`src/rtl/vml_pkg.sv`:
```
// Shared types for the vector magnitude limiter.
`timescale 1ns / 1ps

package vml_pkg;

    // Per-stage control that each pipeline cell receives from the top level.
    typedef struct packed {
        logic en;   // stage may load this cycle
        logic vld;  // word arriving from the previous stage is valid
    } t_cell_ctl;

endpackage

```
`src/rtl/vml_sqrt_cell.sv`:
```
// One cell of the square root chain: resolves one root bit per stage.
`timescale 1ns / 1ps

module vml_sqrt_cell #(
    parameter int W = 16
) (
    input  logic                i_clk,
    input  vml_pkg::t_cell_ctl  i_ctl,
    input  logic [2*W-1:0]      i_rad,
    input  logic [W:0]          i_rem,
    input  logic [W-1:0]        i_root,
    output logic [2*W-1:0]      o_rad,
    output logic [W:0]          o_rem,
    output logic [W-1:0]        o_root
);
    import vml_pkg::*;

    logic [W+2:0]   n_t;
    logic [W+2:0]   n_trial;
    logic           n_ge;
    logic [2*W-1:0] r_rad;
    logic [W:0]     r_rem;
    logic [W-1:0]   r_root;

    // Bring down the next two radicand bits and try the next root bit.
    always_comb begin
        n_t     = {i_rem, i_rad[2*W-1:2*W-2]};
        n_trial = {1'b0, i_root, 2'b01};
        n_ge    = (n_t >= n_trial);
    end

    // Payload registers load only when a valid word moves in.
    always_ff @(posedge i_clk) begin
        if (i_ctl.en && i_ctl.vld) begin
            r_rad  <= {i_rad[2*W-3:0], 2'b00};
            r_rem  <= n_ge ? (W+1)'(n_t - n_trial) : n_t[W:0];
            r_root <= {i_root[W-2:0], n_ge};
        end
    end

    assign o_rad  = r_rad;
    assign o_rem  = r_rem;
    assign o_root = r_root;

endmodule

```
`config.mk`:
```
export PLATFORM = sky130hd
export DESIGN_NAME = vml_sqrt_cell
export DESIGN_NICKNAME = d
export VERILOG_FILES = /design/src/rtl/vml_pkg.sv /design/src/rtl/vml_sqrt_cell.sv
export SDC_FILE = /design/constraint.sdc
export NUM_CORES = 1
export LEC_CHECK = 0
export BUFFER_PORTS_ARGS = -buffer_cell sky130_fd_sc_hd__buf_2
export CAP_MARGIN = 10
export CORE_MARGIN = 2
export CORE_UTILIZATION = 45
export DETAILED_ROUTE_END_ITERATION = 6
export GPL_ROUTABILITY_DRIVEN = 0
export GPL_TIMING_DRIVEN = 0
export PLACE_DENSITY = 0.76
export SETUP_SLACK_MARGIN = 0.3
export SLEW_MARGIN = 20
export SYNTH_ARGS = -nofsm -noshare
export SYNTH_HDL_FRONTEND = slang
export SYNTH_SLANG_ARGS = --single-unit
```
`constraint.sdc`:
```
create_clock -name i_clk -period 6.3 [get_ports i_clk]
set_input_delay 0.315 -clock i_clk [delete_from_list [all_inputs] [get_ports i_clk]]
set_output_delay 0.315 -clock i_clk [all_outputs]
set_load 0.01 [all_outputs]
```
==> flow_summary_export.csv, run 1 <==
group,metric,value,unit
clocking,ctsRootBufferMaster,"clkbuf_8",
cells_and_area,nets,444,
clocking,clock-sinks,63,
die,initial_utilization,47.2,%
die,dieWidth,86.3,um
timing,slew_viol_final,0,
routing,via_per_inst,5.10,
yosys,async_reset_ff_share,0,%
clocking,cts_buffer_depth,2,
run_status,status,"completed",
timing,relSlewSlack,61.8,%
setup_path,cp-endpoint,"o_rem[10]",
power_and_ir_drop,leakage,1.81,nW
yosys,yosysUniqueCellTypes,41,
timing,hold_viol,0,
placed_design,hpwl,5020,um
cells_and_area,syn_to_final_growth,32.6,%
setup_path,critPathKind,"primary input to register",
yosys,syn_area,3050,um2
yosys,synthTopCellsByCount,"edfxtp_1 (63), inv_1 (21), ha_1 (18), a21oi_1 (14), nor2_1 (10)",
clocking,numCtsBuffers,9,
timing,finalSetupViolCount,0,
clocking,postCtsHoldBufs,0,
die,die_y,86.3,um
setup_path,path_max_fanout,10,
timing,rsz0062_at_grt,"no",
power_and_ir_drop,ir_drop,0.141,mV
timing,setup_ws,3.75,ns
hold_path,whs_path_depth,1,
yosys,yosysSeqAreaShare,62.1,%
die,io_pins,133,
yosys,synth_ff_type,"edfxtp_1",
yosys,synth_edf_count,63,
setup_path,start_kind,"primary input",
global_route,grt_pass1_wl,9890,um
routing,detail_route.wl_per_cell,15.1,um
yosys,syn_avg_cell_area,14.2,um2
clocking,clk_pin_slew,0.07,ns
placed_design,pre_cts_slack,3.43,ns
cells_and_area,drive_above_1_share,46.3,%
global_route,grt_start_max_net_pins,35,
clocking,cts.repair.resized,0,
global_route,antenna_found_initial,0,
yosys,synth_top_area_cell,"edfxtp_1",
timing,setup_tns,0,ns
timing,min_period,2.55,ns
setup_path,end_kind,"register",
cells_and_area,diodes,0,
die,core.rowCount,29,
routing,drtIter0Drc,79,
die,coreArea,6460,um2
timing,fin_crit_sh,40.5,%
setup_path,cp.required,6.38,ns
setup_path,critPathArrivalTime,2.63,ns
routing,drt_pass1_iterations,4,
yosys,ys.warnings.count,0,
global_route,grt_overflow,0,
global_route,grt_pass1_vias,2105,
setup_path,setup.worst_path.start,"i_root[4]",
cells_and_area,layout.core_utilization,62.6,%
timing,clock.fmax,392,MHz
routing,vias,2244,
run,maxCapViolCount,0,
yosys,synth-seq-cells,63,
yosys,synth.most_common_cell,"edfxtp_1",
placed_design,io_buffers,130,
yosys,synth_top_area_share,62.1,%
clocking,postCtsSetupBuffers,0,
clocking,cts_tree,"yes",
yosys,synth.top_cells.by_area,"edfxtp_1 (62%), ha_1 (7.4%), mux2_2 (3.3%), mux2_4 (3.0%), inv_1 (2.6%)",
routing,ant_nets,0,
routing,wirelength,6640,um
timing,worst_pin_slew,0.565,ns
die,dieArea,7440,um2
routing,drt_drc_violations_left,0,
global_route,grt_use_total,17.6,%
power_and_ir_drop,powerDensity,271,nW/um2
hold_path,hp-class,"primary input to register",
yosys,synth_cells,215,
clocking,cts_max_level,3,
## placed cells by master (no fill, tap or decap), drive strengths merged, types with 8 or more instances in the layout
| cell | count |
|---|---|
| o21ai | 8 |
| xnor2 | 8 |
| a21oi | 15 |
| nor2 | 10 |
| ha | 18 |
| buf | 134 |
| edfxtp | 63 |
| clkbuf | 9 |
| mux2 | 15 |
| inv | 21 |
## state kept, by name (all words and copies together), names as in the netlist
name,count
o_root,16
o_rem,17
o_rad,30
## layer usage
layer | vias up | part of all wire (%) | track usage, %
met5 | - | 0 | 0
met4 | 0 | 1.8 | 8.81
met3 | 10 | 8.6 | 5.24
met2 | 101 | 49 | 30.2
met1 | 1043 | 40 | 19.9
li1 | 1090 | - | -
## how the worst min path moves through the flow
stage                     startpoint        end  slack [ns]
after floorplan             i_rad[8]  o_rad[10]        0.41
after global placement     i_rad[14]  o_rad[16]        0.49
after detailed placement    i_rad[1]   o_rad[3]        0.49
after CTS                  i_rad[20]  o_rad[22]        0.14
after global routing       i_rad[20]  o_rad[22]        0.13
final                      i_rad[20]  o_rad[22]        0.16
## logic make-up (layout without fill, tap and decap cells)
family | after synthesis | count (layout) | synth area share (%)
other | 1 | 2 | 0.123
AND/OR/NAND/NOR | 32 | 32 | 5.30
multiplexers | 17 | 17 | 6.94
buffers and inverters | 24 | 171 | 3.74
adder cells (fa/ha/maj) | 18 | 18 | 7.39
flip-flops | 63 | 63 | 62.1
AO/OA/AOI/OAI | 46 | 46 | 10.4
XOR/XNOR | 14 | 14 | 4.02
## power breakdown
part	total, mW	switching [mW]	internal, mW
Sequential	0.509	0.00679	0.502
Clock	0.380	0.157	0.223
Combinational	0.207	0.106	0.101
## cell type report
class,instances,area [um2]
Sequential cell,63,1890
Timing Repair Buffer,131,671
Fill cell,506,2420
Multi-Input combinational cell,129,1050
Clock buffer,9,124
Inverter,21,78.8
Tap cell,77,96.3
Clock inverter,7,97.6
Buffer,3,35.0
## worst max-delay path, cell delays in order
cell      delay (ns)
buf_2           0.09
inv_1           0.04
ha_1            0.35
a21o_1          0.23
o21ai_0         0.32
nor2_1          0.16
a21o_1          0.27
a21boi_4        0.37
buf_12          0.20
mux2_4          0.30
## stage by stage
stage / area (um2) / total power, mW / std cells / hold slack (ns)
floorplan: 3050 / 0.650 / 216 / 0.414
global placement: 3800 / 0.718 / 423 / 0.491
detailed placement: 3820 / 0.724 / 424 / 0.493
CTS: 4040 / 1.11 / 440 / 0.139
global route: 4040 / 1.15 / 440 / 0.128
finish: 4040 / 1.10 / 440 / 0.156
Note: power is estimated with default switching activity, not from simulation.
==> run 2, diff against run 1 <==
Settings changed: CORE_UTILIZATION 45 to 43.
Clock period 6.3 ns to 2.3 ns, I/O delays scaled along.
==> run 2 against run 1 <==
  * Cell area rose by 16%
  * Sequential share of layout area fell by 6.4 points
  * Clock-buffer cell count rose by 1
  * First-iteration DRC count rose by 46%
  * Critical path depth did not move
  * Via count rose by 11%
  * Utilization rose by 6.0 points
==> flow_summary_export.csv, run 2 (synthesis results as in run 1) <==
group,metric,value,unit
timing,fin_crit_sh,83.5,%
power_and_ir_drop,p_comb_share,23.4,%
setup_path,cp_cell_sequence,"buf_4, inv_12, ha_4, a21oi_4, a21oi_1, a311o_1, a21o_1, a21boi_4, buf_12, mux2_2",
placed_design,place_area,3980,um2
timing,rsz0062_at_grt,"no",
die,io_pins,133,
setup_path,max_stage_delay,0.32,ns
cells_and_area,multi_input_area,1220,um2
power_and_ir_drop,p_sw,0.782,mW
setup_path,cp.required,2.39,ns
routing,drtIter0Drc,115,
setup_path,cp_top_family,"compound AO/OA/AOI/OAI gates",
routing,drt_drc_violations_left,0,
power_and_ir_drop,p_total,3.02,mW
routing,via_per_inst,4.94,
cells_and_area,drive_above_1_share,46.8,%
timing,finalSetupViolCount,0,
setup_path,path_max_fanout,5,
power_and_ir_drop,p_int,2.24,mW
die,dieWidth,88.2,um
power_and_ir_drop,seqPwrFrac,46.3,%
setup_path,critPathKind,"primary input to register",
global_route,antenna_found_initial,0,
cells_and_area,final_cell_mix,"buf_2 (128), edfxtp_1 (63), dlygate4sd3_1 (44)",
setup_path,cp.depth,10,
setup_path,critPathBufInv,3,
setup_path,critPathArrivalTime,2.01,ns
die,dieArea,7770,um2
run_status,status,"completed",
timing,min_period,1.92,ns
cells_and_area,diodes,0,
timing,worst_pin_slew,0.817,ns
cells_and_area,final-seq-area,1890,um2
die,coreArea,6830,um2
cells_and_area,fill_cells,477,
placed_design,hpwl,4880,um
clocking,clock-sinks,63,
clocking,cts_max_level,3,
clocking,cts_tree,"yes",
cells_and_area,syn_to_final_growth,53.8,%
die,die_y,88.2,um
hold_path,whs_path_depth,1,
routing,ant_nets,0,
global_route,grt_use_total,21.0,%
power_and_ir_drop,powerDensity,644,nW/um2
global_route,grt_start_max_net_pins,64,
cells_and_area,final_cell_area,4690,um2
setup_path,start_kind,"primary input",
power_and_ir_drop,p_clk_share,30.3,%
hold_path,hp-class,"primary input to register",
global_route,grt_overflow,0,
placed_design,pre_cts_slack,-0.220,ns
routing,drt_pass1_iterations,4,
timing,setup_ws,0.380,ns
timing,relSlewSlack,45.6,%
timing,hold_viol,0,
routing,detail_route.wl_per_cell,15.9,um
cells_and_area,largest_reg_flops,30,
routing,wirelength,8050,um
clocking,ctsRootBufferMaster,"clkbuf_8",
power_and_ir_drop,leakage,2.00,nW
die,core.rowCount,30,
cells_and_area,nets,492,
timing,clock.fmax,521,MHz
routing,vias,2500,
power_and_ir_drop,sw_frac_of_total,25.9,%
setup_path,cp_slowest_cell,"a311o_1",
placed_design,io_buffers,130,
run,maxCapViolCount,0,
die,initial_utilization,44.6,%
clocking,numCtsBuffers,9,
power_and_ir_drop,ir_drop,0.305,mV
timing,slew_viol_final,0,
cells_and_area,final_common_cell,"buf_2",
setup_path,end_kind,"register",
global_route,grt_pass1_wl,12100,um
clocking,clk_pin_slew,0.07,ns
clocking,cts_buffer_depth,2,
global_route,grt_pass1_vias,2463,
## run 2: final timing paths
check | from | end | slack, ns
setup / recovery | i_root[11] | o_rem[3] | 0.38
hold / removal | i_root[11] | o_root[12] | 0.03
## run 2: metrics by stage
step / TNS (ns) / hold slack [ns] / std cells / utilization (%)
floorplan: 0 / 0.214 / 216 / -
global placement: -1.73 / 0.292 / 442 / 58.2
detailed placement: -1.93 / 0.294 / 442 / 58.2
CTS: 0 / 0.0190 / 504 / 67.8
global route: 0 / 0.0198 / 506 / 68.6
finish: 0 / 0.0326 / 506 / 68.6
## run 2: layout make-up
cell class / instances / share of cell area [%]
well taps: 96 / 2.56
inverters: 21 / 1.95
clock buffers: 10 / 2.72
plain buffers: 3 / 0.747
clock inverters: 5 / 1.07
flip-flops and latches: 63 / 40.4
repair buffers: 179 / 24.6
multi-input cells: 129 / 26.0
## run 2: per-layer routing
layer  vias to the layer above  track usage, %  part of all wire (%)
li1                       1187               -                     -
met1                      1179            23.0                    40
met2                       113            37.0                    50
met3                        21            6.03                   7.1
met4                         0            10.2                   3.0
met5                         -               0                     0
## run 2: repair_timing
action,in CTS,in global routing
pin swaps,1,5
gates resized for setup,1,10
setup endpoints to repair,13,16
cloned,0,0
hold endpoints to repair,44,0
buffers inserted,3,2
hold buffers,44,0
## run 2: power groups by stage
stage          logic, mW  registers [mW]  clock network [mW]
4_1_cts            0.680            1.39               0.917
3_5_place_dp       0.606            1.42                   0
5_1_grt            0.769            1.41               0.969
3_3_place_gp       0.592            1.42                   0
6_report           0.707            1.40               0.913
2_1_floorplan      0.342            1.47                   0
==> run 3, diff against run 2 <==
Settings changed: CORE_UTILIZATION 43 to 45.
Clock period 2.3 ns to 1.84 ns, I/O delays scaled along.
==> run 3 against run 2 <==
  * Largest cell class unchanged
  * Sequential share of layout area is 2.2 points lower
  * Sequential cell count stayed put
  * Non-clock buffer count is 10 higher
  * Critical path depth stayed put
  * Die area is 4.3% lower
  * Worst hold slack better by 0.017 ns
  * Total power is 40% higher
  * Clock power is 63% higher
  * First-iteration DRC count is 10% higher
  * Routed wire length is 17% higher
  * Final cell count is 1.6% lower
  * The flow now finishes with violations (negative setup slack)
  * Global-route usage is 2.4 points higher
==> flow_summary_export.csv, run 3 (synthesis results as in run 1) <==
group,metric,value,unit
hold_path,min_from,"i_rem[8]",
routing,wirelength,9410,um
die,core.rowCount,29,
cells_and_area,final_cell_mix,"buf_2 (124), edfxtp_1 (63), dlygate4sd3_1 (45)",
timing,slew_viol_final,0,
timing,holdWs,0.0497,ns
cells_and_area,largest_reg_flops,30,
setup_path,start_kind,"primary input",
cells_and_area,layout.core_utilization,76.8,%
hold_path,whs_path_depth,2,
cells_and_area,drive_above_1_share,53.0,%
clocking,cts_max_level,3,
setup_path,end_kind,"register",
run,maxCapViolCount,0,
cells_and_area,syn_to_final_growth,62.8,%
timing,clock.fmax,543,MHz
timing,finalSetupViolCount,2,
clocking,clock-sinks,63,
die,coreArea,6460,um2
setup_path,cp_slowest_cell,"a311o_1",
clocking,cts_buffer_depth,2,
setup_path,critPathKind,"primary input to register",
cells_and_area,final_common_cell,"buf_2",
routing,ant_nets,0,
power_and_ir_drop,p_int,3.15,mW
cells_and_area,fill_cells,376,
global_route,grt_use_total,23.4,%
clocking,clk_pin_slew,0.07,ns
power_and_ir_drop,leakage,2.13,nW
cells_and_area,multi_input_area,1350,um2
die,io_pins,133,
die,dieWidth,86.3,um
routing,detail_route.wl_per_cell,18.9,um
global_route,antenna_found_initial,0,
cells_and_area,nets,502,
placed_design,pre_cts_slack,-0.643,ns
setup_path,cp_cell_sequence,"buf_8, inv_4, ha_4, a21oi_2, o21ai_2, a311o_1, a21o_1, a21boi_4, buf_12, mux2_4",
global_route,grt_overflow,0,
power_and_ir_drop,seqPwrFrac,41.3,%
die,initial_utilization,47.2,%
setup_path,cp.required,1.93,ns
run_status,violations,"negative setup slack",
die,dieArea,7440,um2
hold_path,hp-class,"primary input to register",
timing,fin_crit_sh,100,%
power_and_ir_drop,p_clk_share,35.1,%
power_and_ir_drop,ir_drop,0.450,mV
clocking,ctsRootBufferMaster,"clkbuf_8",
placed_design,hpwl,5130,um
timing,setup_ws,-0.00185,ns
die,die_y,86.3,um
global_route,grt_pass1_wl,13100,um
routing,drt_drc_violations_left,0,
setup_path,max_stage_delay,0.35,ns
timing,hold_viol,0,
power_and_ir_drop,p_sw,1.09,mW
timing,min_period,1.84,ns
timing,worst_pin_slew,0.827,ns
run_status,status,"finished with violations",
routing,drtIter0Drc,127,
setup_path,path_max_fanout,8,
routing,vias,2606,
power_and_ir_drop,p_comb_share,23.6,%
setup_path,setup.worst_path.start,"i_root[6]",
power_and_ir_drop,powerDensity,855,nW/um2
global_route,grt_start_max_net_pins,64,
global_route,grt_pass1_vias,2630,
routing,drt_pass1_iterations,4,
setup_path,critPathArrivalTime,1.94,ns
power_and_ir_drop,sw_frac_of_total,25.6,%
clocking,numCtsBuffers,9,
cells_and_area,final-seq-area,1890,um2
timing,rsz0062_at_grt,"yes",
placed_design,io_buffers,130,
clocking,cts_tree,"yes",
hold_path,hold_end,"o_rem[10]",
cells_and_area,diodes,0,
routing,via_per_inst,5.23,
timing,relSlewSlack,44.9,%
-- run 3: power by group through the flow --
stage | clock network (mW) | registers, mW | logic (mW)
2_1_floorplan | 0 | 1.84 | 0.434
5_1_grt | 1.56 | 1.76 | 1.07
6_report | 1.49 | 1.75 | 1.00
4_1_cts | 1.45 | 1.74 | 0.918
3_5_place_dp | 0 | 1.78 | 0.768
3_3_place_gp | 0 | 1.77 | 0.749
-- run 3: how the worst max path moves through the flow --
stage           endpoint  cells after the start  slack, ns
6_report        o_rem[8]                     10     -0.002
5_1_grt         o_rem[8]                     10      -0.04
4_1_cts         o_rem[9]                      9      -0.02
3_5_place_dp    o_rem[9]                     10      -0.64
3_3_place_gp   o_rem[12]                     10      -0.63
2_1_floorplan  o_rem[10]                      9      -0.23
-- run 3: area by class of cell --
| class | instances | share of cell area [%] |
|---|---|---|
| Inverter | 21 | 1.94 |
| Clock inverter | 6 | 2.20 |
| Timing Repair Buffer | 189 | 25.3 |
| Tap cell | 77 | 1.94 |
| Multi-Input combinational cell | 129 | 27.2 |
| Sequential cell | 63 | 38.2 |
| Buffer | 3 | 0.707 |
| Clock buffer | 10 | 2.57 |
-- run 3: per-layer routing --
metal / global-route usage, % / share of wire, %
met5: 0 / 0
met4: 12.9 / 3.5
met2: 40.5 / 50
met3: 5.43 / 8.1
met1: 26.6 / 38
-- run 3: critical path, delay by kind of cell --
family          cells  cell delay, ns
fa+ha+maj           1            0.19
compound gates      5            1.03
buf+inv             3            0.32
mux                 1            0.30
-- run 3: per-stage QoR --
stage	total power [mW]	TNS, ns	instance area (um2)	instances
floorplan	2.28	-2.32	3220	216
global placement	2.52	-9.01	3970	423
detailed placement	2.54	-9.29	3970	423
CTS	4.12	-0.0580	4810	492
global route	4.39	-0.283	4960	498
finish	4.24	-0.00199	4960	498
-- run 3: timing repair --
| action | in CTS | in global routing |
|---|---|---|
| pin swaps | 9 | 17 |
| resized for setup | 27 | 24 |
| endpoints found under the hold margin | 45 | 0 |
| buffers inserted | 8 | 6 |
| endpoints found under the setup margin | 18 | 18 |
| hold buffers | 45 | 0 |
