File: config.mk
export PLATFORM = sky130hd
export DESIGN_NAME = vml_div_cell
export DESIGN_NICKNAME = d
export VERILOG_FILES = /design/src/rtl/vml_pkg.sv /design/src/rtl/vml_div_cell.sv
export SDC_FILE = /design/constraint.sdc
export NUM_CORES = 1
export LEC_CHECK = 0
export ABC_CLOCK_PERIOD_IN_PS = 3400
export BUFFER_PORTS_ARGS = -buffer_cell sky130_fd_sc_hd__buf_2
export CORE_MARGIN = 1.5
export CORE_UTILIZATION = 45
export DETAILED_ROUTE_END_ITERATION = 16
export GPL_ROUTABILITY_DRIVEN = 1
export PLACE_DENSITY = 0.74
export RECOVER_POWER = 25
export REMOVE_ABC_BUFFERS = 1
export SETUP_SLACK_MARGIN = 0.5
export SLEW_MARGIN = 15
export SYNTH_ARGS = -nofsm -noshare
export SYNTH_HDL_FRONTEND = slang
export SYNTH_SLANG_ARGS = --single-unit
File: constraint.sdc
create_clock -name i_clk -period 3.4 [get_ports i_clk]
set_input_delay 0.68 -clock i_clk [delete_from_list [all_inputs] [get_ports i_clk]]
set_output_delay 0.68 -clock i_clk [all_outputs]
set_load 0.02 [all_outputs]
File: src/rtl/vml_pkg.sv
// Shared types for the vector magnitude limiter.
`timescale 1ns / 1ps

package vml_pkg;

    // Per-stage control that each pipeline cell receives from the top level.
    typedef struct packed {
        logic en;   // stage may load this cycle
        logic vld;  // word arriving from the previous stage is valid
    } t_cell_ctl;

endpackage

File: src/rtl/vml_div_cell.sv
// One cell of the divider chain: one quotient bit for each of the two lanes.
`timescale 1ns / 1ps

module vml_div_cell #(
    parameter int W = 16
) (
    input  logic                i_clk,
    input  vml_pkg::t_cell_ctl  i_ctl,
    input  logic [W-1:0]        i_den,
    input  logic [W-1:0]        i_rem_x,
    input  logic [W-1:0]        i_lq_x,
    input  logic [W-1:0]        i_rem_y,
    input  logic [W-1:0]        i_lq_y,
    output logic [W-1:0]        o_rem_x,
    output logic [W-1:0]        o_lq_x,
    output logic [W-1:0]        o_rem_y,
    output logic [W-1:0]        o_lq_y
);
    import vml_pkg::*;

    logic [W:0]   n_tx;
    logic [W:0]   n_ty;
    logic         n_gx;
    logic         n_gy;
    logic [W-1:0] r_rem_x;
    logic [W-1:0] r_lq_x;
    logic [W-1:0] r_rem_y;
    logic [W-1:0] r_lq_y;

    // Shift one numerator bit into the remainder and compare with the divisor.
    always_comb begin
        n_tx = {i_rem_x, i_lq_x[W-1]};
        n_ty = {i_rem_y, i_lq_y[W-1]};
        n_gx = (n_tx >= {1'b0, i_den});
        n_gy = (n_ty >= {1'b0, i_den});
    end

    // Quotient bits fill the low word as numerator bits leave it.
    always_ff @(posedge i_clk) begin
        if (i_ctl.en && i_ctl.vld) begin
            r_rem_x <= n_gx ? W'(n_tx - {1'b0, i_den}) : n_tx[W-1:0];
            r_rem_y <= n_gy ? W'(n_ty - {1'b0, i_den}) : n_ty[W-1:0];
            r_lq_x  <= {i_lq_x[W-2:0], n_gx};
            r_lq_y  <= {i_lq_y[W-2:0], n_gy};
        end
    end

    assign o_rem_x = r_rem_x;
    assign o_lq_x  = r_lq_x;
    assign o_rem_y = r_rem_y;
    assign o_lq_y  = r_lq_y;

endmodule
==> results of run 1 <==
[critical path, delay by kind of cell]
family	cells	cell delay [ns]
compound gates	4	0.81
fa+ha+maj	1	0.38
simple gates	2	0.15
mux	1	0.38
buf+inv	3	0.39
[timing repair]
| action | CTS | global route |
|---|---|---|
| resized for setup | 0 | 1 |
| endpoints found under the setup margin | 0 | 10 |
| hold buffers | 0 | 0 |
[metrics by stage]
stage | power [uW] | hold slack (ns) | utilization | area, um2 | cells
6_report | 2180 | 0.515 | 0.592 | 4910 | 595
5_1_grt | 2300 | 0.497 | 0.592 | 4910 | 595
4_1_cts | 2200 | 0.499 | 0.594 | 4930 | 595
3_5_place_dp | 1630 | 0.859 | 0.574 | 4770 | 579
3_3_place_gp | 1620 | 0.856 | 0.574 | 4770 | 579
2_1_floorplan | 1430 | 0.779 | - | 3870 | 324
[worst max path at each step]
stage | endpoint | slack [ns] | from
global route | o_rem_x[12] | 0.56 | i_den[7]
finish | o_rem_y[14] | 0.69 | i_den[3]
global placement | o_rem_y[2] | 0.38 | i_den[3]
detailed placement | o_rem_y[14] | 0.34 | i_den[3]
CTS | o_rem_y[14] | 0.70 | i_den[3]
floorplan | o_rem_y[14] | 0.46 | i_den[3]
[logic make-up (layout without fill, tap and decap cells)]
logic type	Yosys count	in the layout	synth area share
AND/OR/NAND/NOR	68	68	0.0875
buffers and inverters	28	189	0.0301
AO/OA/AOI/OAI	78	78	0.130
multiplexers	32	32	0.0910
XOR/XNOR	25	25	0.0561
adder cells (fa/ha/maj)	34	34	0.113
flip-flops	64	64	0.492
[report_power, final]
group	leakage, uW	total [uW]	internal (uW)	switching (uW)
clock network	0.0000858	568	261	307
registers	0.000602	982	964	17.8
logic	0.00146	634	272	361
total	0.00214	2180	1500	686
[flip-flops by register name, summed over array words and instances, names as in the netlist]
signal / cells
o_lq_x: 16
o_lq_y: 16
o_rem_x: 16
o_rem_y: 16
[layout make-up]
class	instances	area [um2]	area share
clock buffers	10	128	0.0260
clock inverters	6	36.3	0.00739
inverters	23	86.3	0.0176
multi-input cells	237	1870	0.380
flip-flops and latches	64	1920	0.391
well taps	105	131	0.0268
repair buffers	150	741	0.151
[cell usage after synthesis (all sizes together), types with 3 or more instances]
library cell,n
nor2,19
a21oi,24
ha,32
xor2,11
mux2,28
a21o,11
edfxtp,64
a31oi,4
buf,3
o21ai,15
o21a,6
a211oi,5
inv,23
nand2,18
xnor2,14
nand3,5
mux2i,4
nor3,5
nor2b,7
[routing by layer]
metal  track usage  vias up  wire length, um
met2         0.341      140             4500
li1              -     1547                -
met3        0.0450       20              816
met5             0        -                0
met4        0.0858        0              212
met1         0.246     1472             4060
==> metrics.md, run 1 <==
| Metric | Value |
|---|---|
| Status | completed |
| Pin count of the biggest net entering global routing | 65 |
| Drt drc | 0 |
| Synth Register Bits | 64 |
| Yosys top cell area share | 0.492 |
| Crit path DAT | 2.80 ns |
| # nets final | 602 |
| DIE WIDTH | 96.2 um |
| CTS Buffer Depth | 2 |
| Final period util | 0.797 |
| Most frequent cells in the layout | 127 x buf_2, 64 x edfxtp_1, 32 x ha_1 |
| Gate Count Post-Synth | 329 |
| Synth Area per Inst | 11.9 um2 |
| Worst Hold Class | input port to flip-flop |
| Ant diodes | 0 |
| Critical path required time | 3.49 ns |
| Most area-consuming cells after synthesis | edfxtp_1 49%, ha_1 10%, mux2_2 6.1%, xnor2_1 3.1%, a21oi_1 3.1% |
| Register area share after synthesis | 0.492 |
| IO buf count | 146 |
| Placement Rows | 33 |
| Crit path launch type | input port |
| Slowest cell delay on critical path | 0.38 ns |
| Fill count | 733 |
| MaxCap Viol Count | 0 |
| H-tree Lvls | 3 |
| Critical Path, Cell by Cell | buf_2 -> inv_1 -> ha_1 -> a21o_1 -> a21oi_1 -> a21oi_1 -> o211ai_2 -> nor4_2 -> nor2_2 -> buf_4 -> mux2_2 |
| Leakage | 0.00214 uW |
| Core footprint | 0.00830 mm2 |
| DP HPWL | 7.41 mm |
| Top FF cell, synth | edfxtp_1 |
| Cts bufs inserted | 9 |
| Die height | 96.2 um |
| Final setup vio count | 0 |
| ANT nets after route | 0 |
| GPL Wtd Cong | 0.911 |
| GRT Residual Overflow | 0 |
| Clock Pin Slew Worst Setup and Hold Paths | 0.08 ns |
| Maximum fanout along the worst path | 17 |
| Initial DRT Pass Iterations | 4 |
| Mapped cell area | 0.00390 mm2 |
| Wirelength per Cell | 16.1 um |
| Global-route wire length before repair | 13.8 mm |
| Root Driver | clkbuf_8 |
| Netlist cell types | 47 |
| GRT Overall Usage | 0.202 |
| Dpl ws | 0.338 ns |
| Layout area overhead | 25.8% |
| Post-synth EDFFs | 64 |
| CTS tree | yes |
| WHS Endpoint | o_lq_y[1] |
| Total routed wirelength | 9.59 mm |
| Initial Utilization | 0.471 |
| Setup total negative slack | 0 ns |
| RSZ-0062 raised after global routing | false |
| Layout cells sized above 1 | 0.355 |
| Crit path top cell by count | a21oi_1 |
| Drt first-iter violations | 161 |
| Hold path depth | 1 |
| Vias | 3,179 |
| Die area | 0.00925 mm2 |
| Pwr dens | 445 mW/mm2 |
| Vias in the first global route | 3,022 |
| Setup crit end kind | flip-flop |
| Hold_sp | i_lq_y[0] |
| Async SR Flop Fraction | 0 |
| Post-route worst setup slack | 0.692 ns |
| Min Tclk post-route | 2.71 ns |
| Crit path max-delay cell type | ha_1 |
| Worst VDD drop | 213 uV |
| Commonest non-fill, non-tap cell in the layout | buf_2 |
| Num Clock Sinks | 64 |
| Top Ports | 147 |
| Fmax | 369 MHz |
| Max-slew headroom | 0.449 |
| Post-CTS Setup Repair Bufs | 0 |
| Initial antenna violation count | 0 |
| Hold Fails Final Rpt | 0 |
| Cell taking the most area after synthesis | edfxtp_1 |
| Max-slew violation count | 0 |
| Yosys Warn Count | 0 |
| Setup CP Type | input port to flip-flop |
| Number of vias per cell | 5.34 |
| Worst-Margin Slew | 0.827 ns |
(Power assumes the default switching activity.)
==> run 2, diff against run 1 <==
- ABC_AREA: not set -> 1
- ABC_CLOCK_PERIOD_IN_PS: 3400 -> 2700
- PLACE_DENSITY: 0.74 -> 0.72
- clock period: 3.4 -> 2.7 ns (I/O delays scaled with it)
==> run 2 against run 1 <==
Compared with the run above: the run now ends with max-capacitance violations, max-slew violations left; final cell count rose by 52%; worst hold slack worse by 0.15 ns; flip-flop and latch count is the same; final area up 17%; area after synthesis grew 20%; utilization is 3.2 points lower; sequential power grew 24%; routed wire length is 31% higher; global-route usage up 3.4 points; critical path depth down 2; clock-buffer cell count fell by 1.
==> metrics.md, run 2 <==
| Metric | Value |
|---|---|
| Status | finished, violations left |
| Failing checks | max-capacitance violations, max-slew violations |
| Worst-Margin Slew | 1.60 ns (+0.771 ns) |
| CTS Buffer Depth | 2 (unchanged) |
| Critical Path, Cell by Cell | buf_2 -> inv_1 -> ha_1 -> nand2_1 -> nor2_1 -> nand3_4 -> nand2_4 -> nand2_1 -> nand2_1 |
| Crit path buffers/inverters | 2 (-1) |
| RSZ-0062 raised after global routing | false |
| DIE WIDTH | 105 um (+9.4%) |
| Num Clock Sinks | 64 (unchanged) |
| Top FF cell, synth | edfxtp_1 |
| Crit path top cell by count | nand2_1 |
| Total routed wirelength | 12.6 mm (+31%) |
| Die area | 0.0111 mm2 (+20%) |
| Setup CP Type | input port to flip-flop |
| # nets final | 883 (+47%) |
| CTS tree | yes |
| MaxCap Viol Count | 1 (+1) |
| Maximum fanout along the worst path | 17 (unchanged) |
| Worst Hold Class | input port to flip-flop |
| Crit path DAT | 2.27 ns (-0.53 ns) |
| Final setup vio count | 0 (unchanged) |
| GRT Residual Overflow | 0 (unchanged) |
| Mapped cell area | 0.00470 mm2 (+20%) |
| Register area share after synthesis | 0.409 (-0.0834) |
| Initial antenna violation count | 0 (unchanged) |
| ANT nets after route | 0 (unchanged) |
| Drt drc | 0 (unchanged) |
| Placement Rows | 37 (+12%) |
| Cts bufs inserted | 9 (unchanged) |
| Drt first-iter violations | 212 (+32%) |
| Fin cells | 906 (+52%) |
| Gate Count Post-Synth | 613 (+86%) |
| Placed instance count | 891 (+54%) |
| Netlist cell types | 33 (-30%) |
| Initial Utilization | 0.460 (-0.0109) |
| Max-slew violation count | 65 (+65) |
| CTS resizes | 0 (unchanged) |
| Crit path max-delay cell type | ha_1 |
| Clock Pin Slew Worst Setup and Hold Paths | 0.07 ns (about the same) |
| Hold Fails Final Rpt | 0 (unchanged) |
| Commonest non-fill, non-tap cell in the layout | nand2_1 |
| Commonest cells in the netlist | 244 x nand2_1, 113 x inv_1, 64 x edfxtp_1, 55 x nand3_1, 32 x ha_1 |
| Final core utilization | 0.560 (-0.0315) |
| Core footprint | 0.0102 mm2 (+23%) |
| Dpl ws | 0.266 ns (-0.0720 ns) |
| Setup total negative slack | 0 ns (unchanged) |
| Initial DRT Pass Iterations | 7 (+3) |
| Critical path required time | 2.92 ns (-0.57 ns) |
| GRT Overall Usage | 0.236 (+0.0342) |
| Slowest cell delay on critical path | 0.40 ns (+0.02 ns) |
| Crit-path leading delay family | simple AND/OR/NAND/NOR gates |
| Yosys Warn Count | 0 (unchanged) |
| Wirelength per Cell | 13.9 um (-14%) |
| Layout area overhead | 21.9% |
| Async SR Flop Fraction | 0 (unchanged) |
| Top Ports | 147 (unchanged) |
| Cell taking the most area after synthesis | edfxtp_1 |
| DP HPWL | 10.1 mm (+36%) |
| Synth Area per Inst | 7.67 um2 (-35%) |
| Vias | 4,384 (+38%) |
| Ant diodes | 0 (unchanged) |
| Synth Register Bits | 64 (unchanged) |
| IO buf count | 146 (unchanged) |
| Die height | 105 um (+9.4%) |
| Hold buffers post-CTS | 0 (unchanged) |
| Final period util | 0.759 |
| Number of vias per cell | 4.84 (-9.4%) |
| Fill count | 950 (+30%) |
| Post-synth EDFFs | 64 (unchanged) |
| Yosys top cell area share | 0.409 (-0.0834) |
| Sequential cell area | 0.00192 mm2 (unchanged) |
| Pwr dens | 510 mW/mm2 (+15%) |
| Fmax | 488 MHz |
| Post-CTS Setup Repair Bufs | 0 (unchanged) |
| Root Driver | clkbuf_8 |
| Crit path launch type | input port |
| Multi-input logic area | 0.00227 mm2 (+22%) |
| Worst VDD drop | 248 uV (+17%) |
| Pin count of the biggest net entering global routing | 65 (unchanged) |
| H-tree Lvls | 3 (unchanged) |
| Most common cell in the synthesized netlist | nand2_1 |
| Leakage | 0.00315 uW (+47%) |
| Min Tclk post-route | 2.05 ns |
| Hold_ws | 0.368 ns (-0.147 ns) |
| Global-route wire length before repair | 20.2 mm (+46%) |
| Max-slew headroom | -0.0654 (-0.514) |
| GPL Wtd Cong | 1.03 (+14%) |
| Post-route worst setup slack | 0.652 ns (-0.0399 ns) |
| Layout cells sized above 1 | 0.247 (-0.108) |
| Vias in the first global route | 4,107 (+36%) |
| Most area-consuming cells after synthesis | edfxtp_1 41%, nand2_1 19%, inv_1 9.0%, ha_1 8.5%, nand3_1 5.9% |
| Setup crit end kind | flip-flop |
| Most frequent cells in the layout | 244 x nand2_1, 146 x buf_2, 112 x inv_1 |
[run 2: per-stage QoR]
step	cell area, um2	total power [uW]
floorplan	4630	1850
global placement	5560	2110
detailed placement	5560	2120
CTS	5750	2930
global route	5730	3090
finish	5730	2920
[run 2: area by class of cell]
| cell class | count | area share |
|---|---|---|
| repair buffers | 149 | 0.131 |
| clock inverters | 6 | 0.0107 |
| multi-input cells | 427 | 0.396 |
| flip-flops and latches | 64 | 0.335 |
| inverters | 115 | 0.0753 |
| well taps | 136 | 0.0297 |
| clock buffers | 9 | 0.0216 |
[run 2: routing by layer]
layer,up-vias,global-route usage,part of all wire
li1,2248,-,-
met1,1931,0.310,0.45
met2,181,0.387,0.45
met3,24,0.0501,0.067
met4,0,0.0793,0.023
met5,-,0,0
[run 2: logic make-up (layout without fill, tap and decap cells)]
kind of cell | Yosys count | after routing | share of synthesized area
and+or+nand+nor | 358 | 358 | 0.339
buffers and inverters | 122 | 279 | 0.108
DFF | 64 | 64 | 0.409
adders and majority gates | 34 | 34 | 0.0937
AOI/OAI and AO/OA | 23 | 23 | 0.0279
xor gates and xnor gates | 12 | 12 | 0.0224
[run 2: power breakdown]
part           internal, uW  leakage (uW)  switching [uW]
logic                   308       0.00246             573
registers              1210      0.000595            18.3
clock network           417     0.0000948             398
total                  1930       0.00315             989
[run 2: worst paths after layout]
check       start  slack [ns]  depth (start not counted)          to
max     i_den[12]        0.65                          9  o_rem_x[2]
min    i_lq_y[14]        0.37                          1  o_lq_y[15]
==> run 3, diff against run 2 <==
- ABC_CLOCK_PERIOD_IN_PS: 2700 -> 1850
- PLACE_DENSITY: 0.72 -> 0.75
- clock period: 2.7 -> 1.85 ns (I/O delays scaled with it)
==> run 3 against run 2 <==
Compared with the run above: the flow now finishes without violations; critical path depth rose by 5; final area grew 46%; highest routed layer unchanged; global-route usage rose by 5.0 points; non-clock buffer count grew 141; largest cell class unchanged.
==> metrics.md, run 3 (synthesis results as in run 2) <==
| Metric | Value |
|---|---|
| Initial antenna violation count | 0 (unchanged) |
| CTS Buffer Depth | 2 (unchanged) |
| Setup crit end kind | flip-flop |
| GRT Overall Usage | 0.286 (+0.0501) |
| Root Driver | clkbuf_8 |
| Setup CP Type | input port to flip-flop |
| Worst Hold Class | input port to flip-flop |
| Global-route wire length before repair | 24.7 mm (+22%) |
| H-tree Lvls | 3 (unchanged) |
| Critical Path, Cell by Cell | buf_8 -> inv_8 -> ha_4 -> nand2_2 -> nand2_2 -> inv_1 -> nand2_2 -> nand2_2 -> nand3_4 -> nand3_4 -> buf_12 -> nand2_8 -> nand2_2 -> nand2_2 |
| Commonest non-fill, non-tap cell in the layout | nand2_1 |
| ANT nets after route | 0 (unchanged) |
| MaxCap Viol Count | 0 (-1) |
| Top Ports | 147 (unchanged) |
| Dpl ws | -0.379 ns (-0.644 ns) |
| Num Clock Sinks | 64 (unchanged) |
| DP HPWL | 10.9 mm (+7.8%) |
| Final core utilization | 0.820 (+0.260) |
| Fill count | 576 (-39%) |
| Crit path max-delay cell type | ha_4 |
| Design Power | 5100 uW (+75%) |
| GRT Residual Overflow | 0 (unchanged) |
| Initial DRT Pass Iterations | 6 (-1) |
| Hold Fails Final Rpt | 0 (unchanged) |
| Pwr dens | 608 mW/mm2 (+19%) |
| Worst VDD drop | 369 uV (+48%) |
| Vias | 5,518 (+26%) |
| Layout area overhead | 78.4% |
| Min Tclk post-route | 1.68 ns |
| Clock Pin Slew Worst Setup and Hold Paths | 0.06 ns (about the same) |
| Final period util | 0.906 |
| Die area | 0.0111 mm2 (unchanged) |
| Worst setup path startpoint | i_den[4] |
| Crit path top cell by count | nand2_2 |
| Wirelength per Cell | 17.1 um (+24%) |
| Drt drc | 0 (unchanged) |
| Critical path required time | 1.96 ns (-0.96 ns) |
| Maximum fanout along the worst path | 6 (-11) |
| Crit-path leading delay family | simple AND/OR/NAND/NOR gates |
| GPL Wtd Cong | 0.917 (-11%) |
| Final setup vio count | 0 (unchanged) |
| Total routed wirelength | 18.1 mm (+44%) |
| RSZ-0062 raised after global routing | true |
| Crit path buffers/inverters | 4 (+2) |
| Layout cells sized above 1 | 0.607 (+0.360) |
| Pin count of the biggest net entering global routing | 65 (unchanged) |
| Max-slew violation count | 0 (-100%) |
| Critical path depth in cells | 14 (+5) |
| Crit path DAT | 1.79 ns (-0.48 ns) |
| Drt first-iter violations | 306 (+44%) |
| DIE WIDTH | 105 um (unchanged) |
| Vias in the first global route | 5,101 (+24%) |
| CTS tree | yes |
| Initial Utilization | 0.460 (unchanged) |
| # nets final | 1,031 (+17%) |
| Cts bufs inserted | 9 (unchanged) |
| Setup total negative slack | 0 ns (unchanged) |
| Post-route worst setup slack | 0.173 ns (-0.479 ns) |
| Worst-Margin Slew | 0.875 ns (-0.723 ns) |
| Fmax | 596 MHz |
| Leakage | 0.00410 uW (+30%) |
| Slowest cell delay on critical path | 0.26 ns (-0.14 ns) |
| Hold_sp | i_lq_y[0] |
| Status | completed |
| Ant diodes | 0 (unchanged) |
| Hold path depth | 1 (unchanged) |
| IO buf count | 146 (unchanged) |
| Crit path launch type | input port |
| Placement Rows | 37 (unchanged) |
| Die height | 105 um (unchanged) |
| Most frequent cells in the layout | 144 x nand2_1, 124 x buf_4, 108 x buf_2 |
| Core footprint | 0.0102 mm2 (unchanged) |
| Number of vias per cell | 5.24 (+8.2%) |
| Max-slew headroom | 0.417 (+0.482) |
==> run 3: cell type report <==
cell class / instances / area, um2 / share of cell area
Multi-Input combinational cell: 434 / 3470 / 0.414
Timing Repair Buffer: 290 / 2170 / 0.258
Sequential cell: 64 / 1920 / 0.229
Inverter: 115 / 507 / 0.0604
Tap cell: 136 / 170 / 0.0203
Clock buffer: 10 / 128 / 0.0152
Clock inverter: 5 / 25.0 / 0.00298
==> run 3: timing repair <==
| action | in CTS | in global routing |
|---|---|---|
| gates cloned | 5 | 2 |
| hold buffers | 0 | 0 |
| pin swaps | 77 | 100 |
| setup buffers | 24 | 30 |
| endpoints found under the setup margin | 36 | 36 |
| gates resized for setup | 177 | 197 |
==> run 3: metal layers <==
metal,GRT usage,vias up,wire (um)
met4,0.0920,0,765
li1,-,2561,-
met1,0.345,2608,7060
met3,0.0557,73,982
met5,0,-,0
met2,0.511,276,9260
==> run 3: power breakdown <==
| group | total (uW) | switching [uW] | internal (uW) |
|---|---|---|---|
| registers | 1790 | 33.4 | 1760 |
| logic | 2300 | 1270 | 1040 |
| clock network | 1000 | 540 | 464 |
| total | 5100 | 1840 | 3260 |
==> run 3: path summary, 6_finish.rpt <==
kind / to / slack, ns
worst max-delay path: o_rem_y[3] / 0.17
worst min-delay path: o_lq_y[1] / 0.19
==> run 3: metrics by stage <==
stage | hold slack, ns | std cells | area, um2
detailed placement | 0.548 | 978 | 6210
global placement | 0.548 | 978 | 6210
global route | 0.185 | 1054 | 8390
finish | 0.192 | 1054 | 8390
CTS | 0.181 | 1022 | 7460
floorplan | 0.469 | 606 | 4630
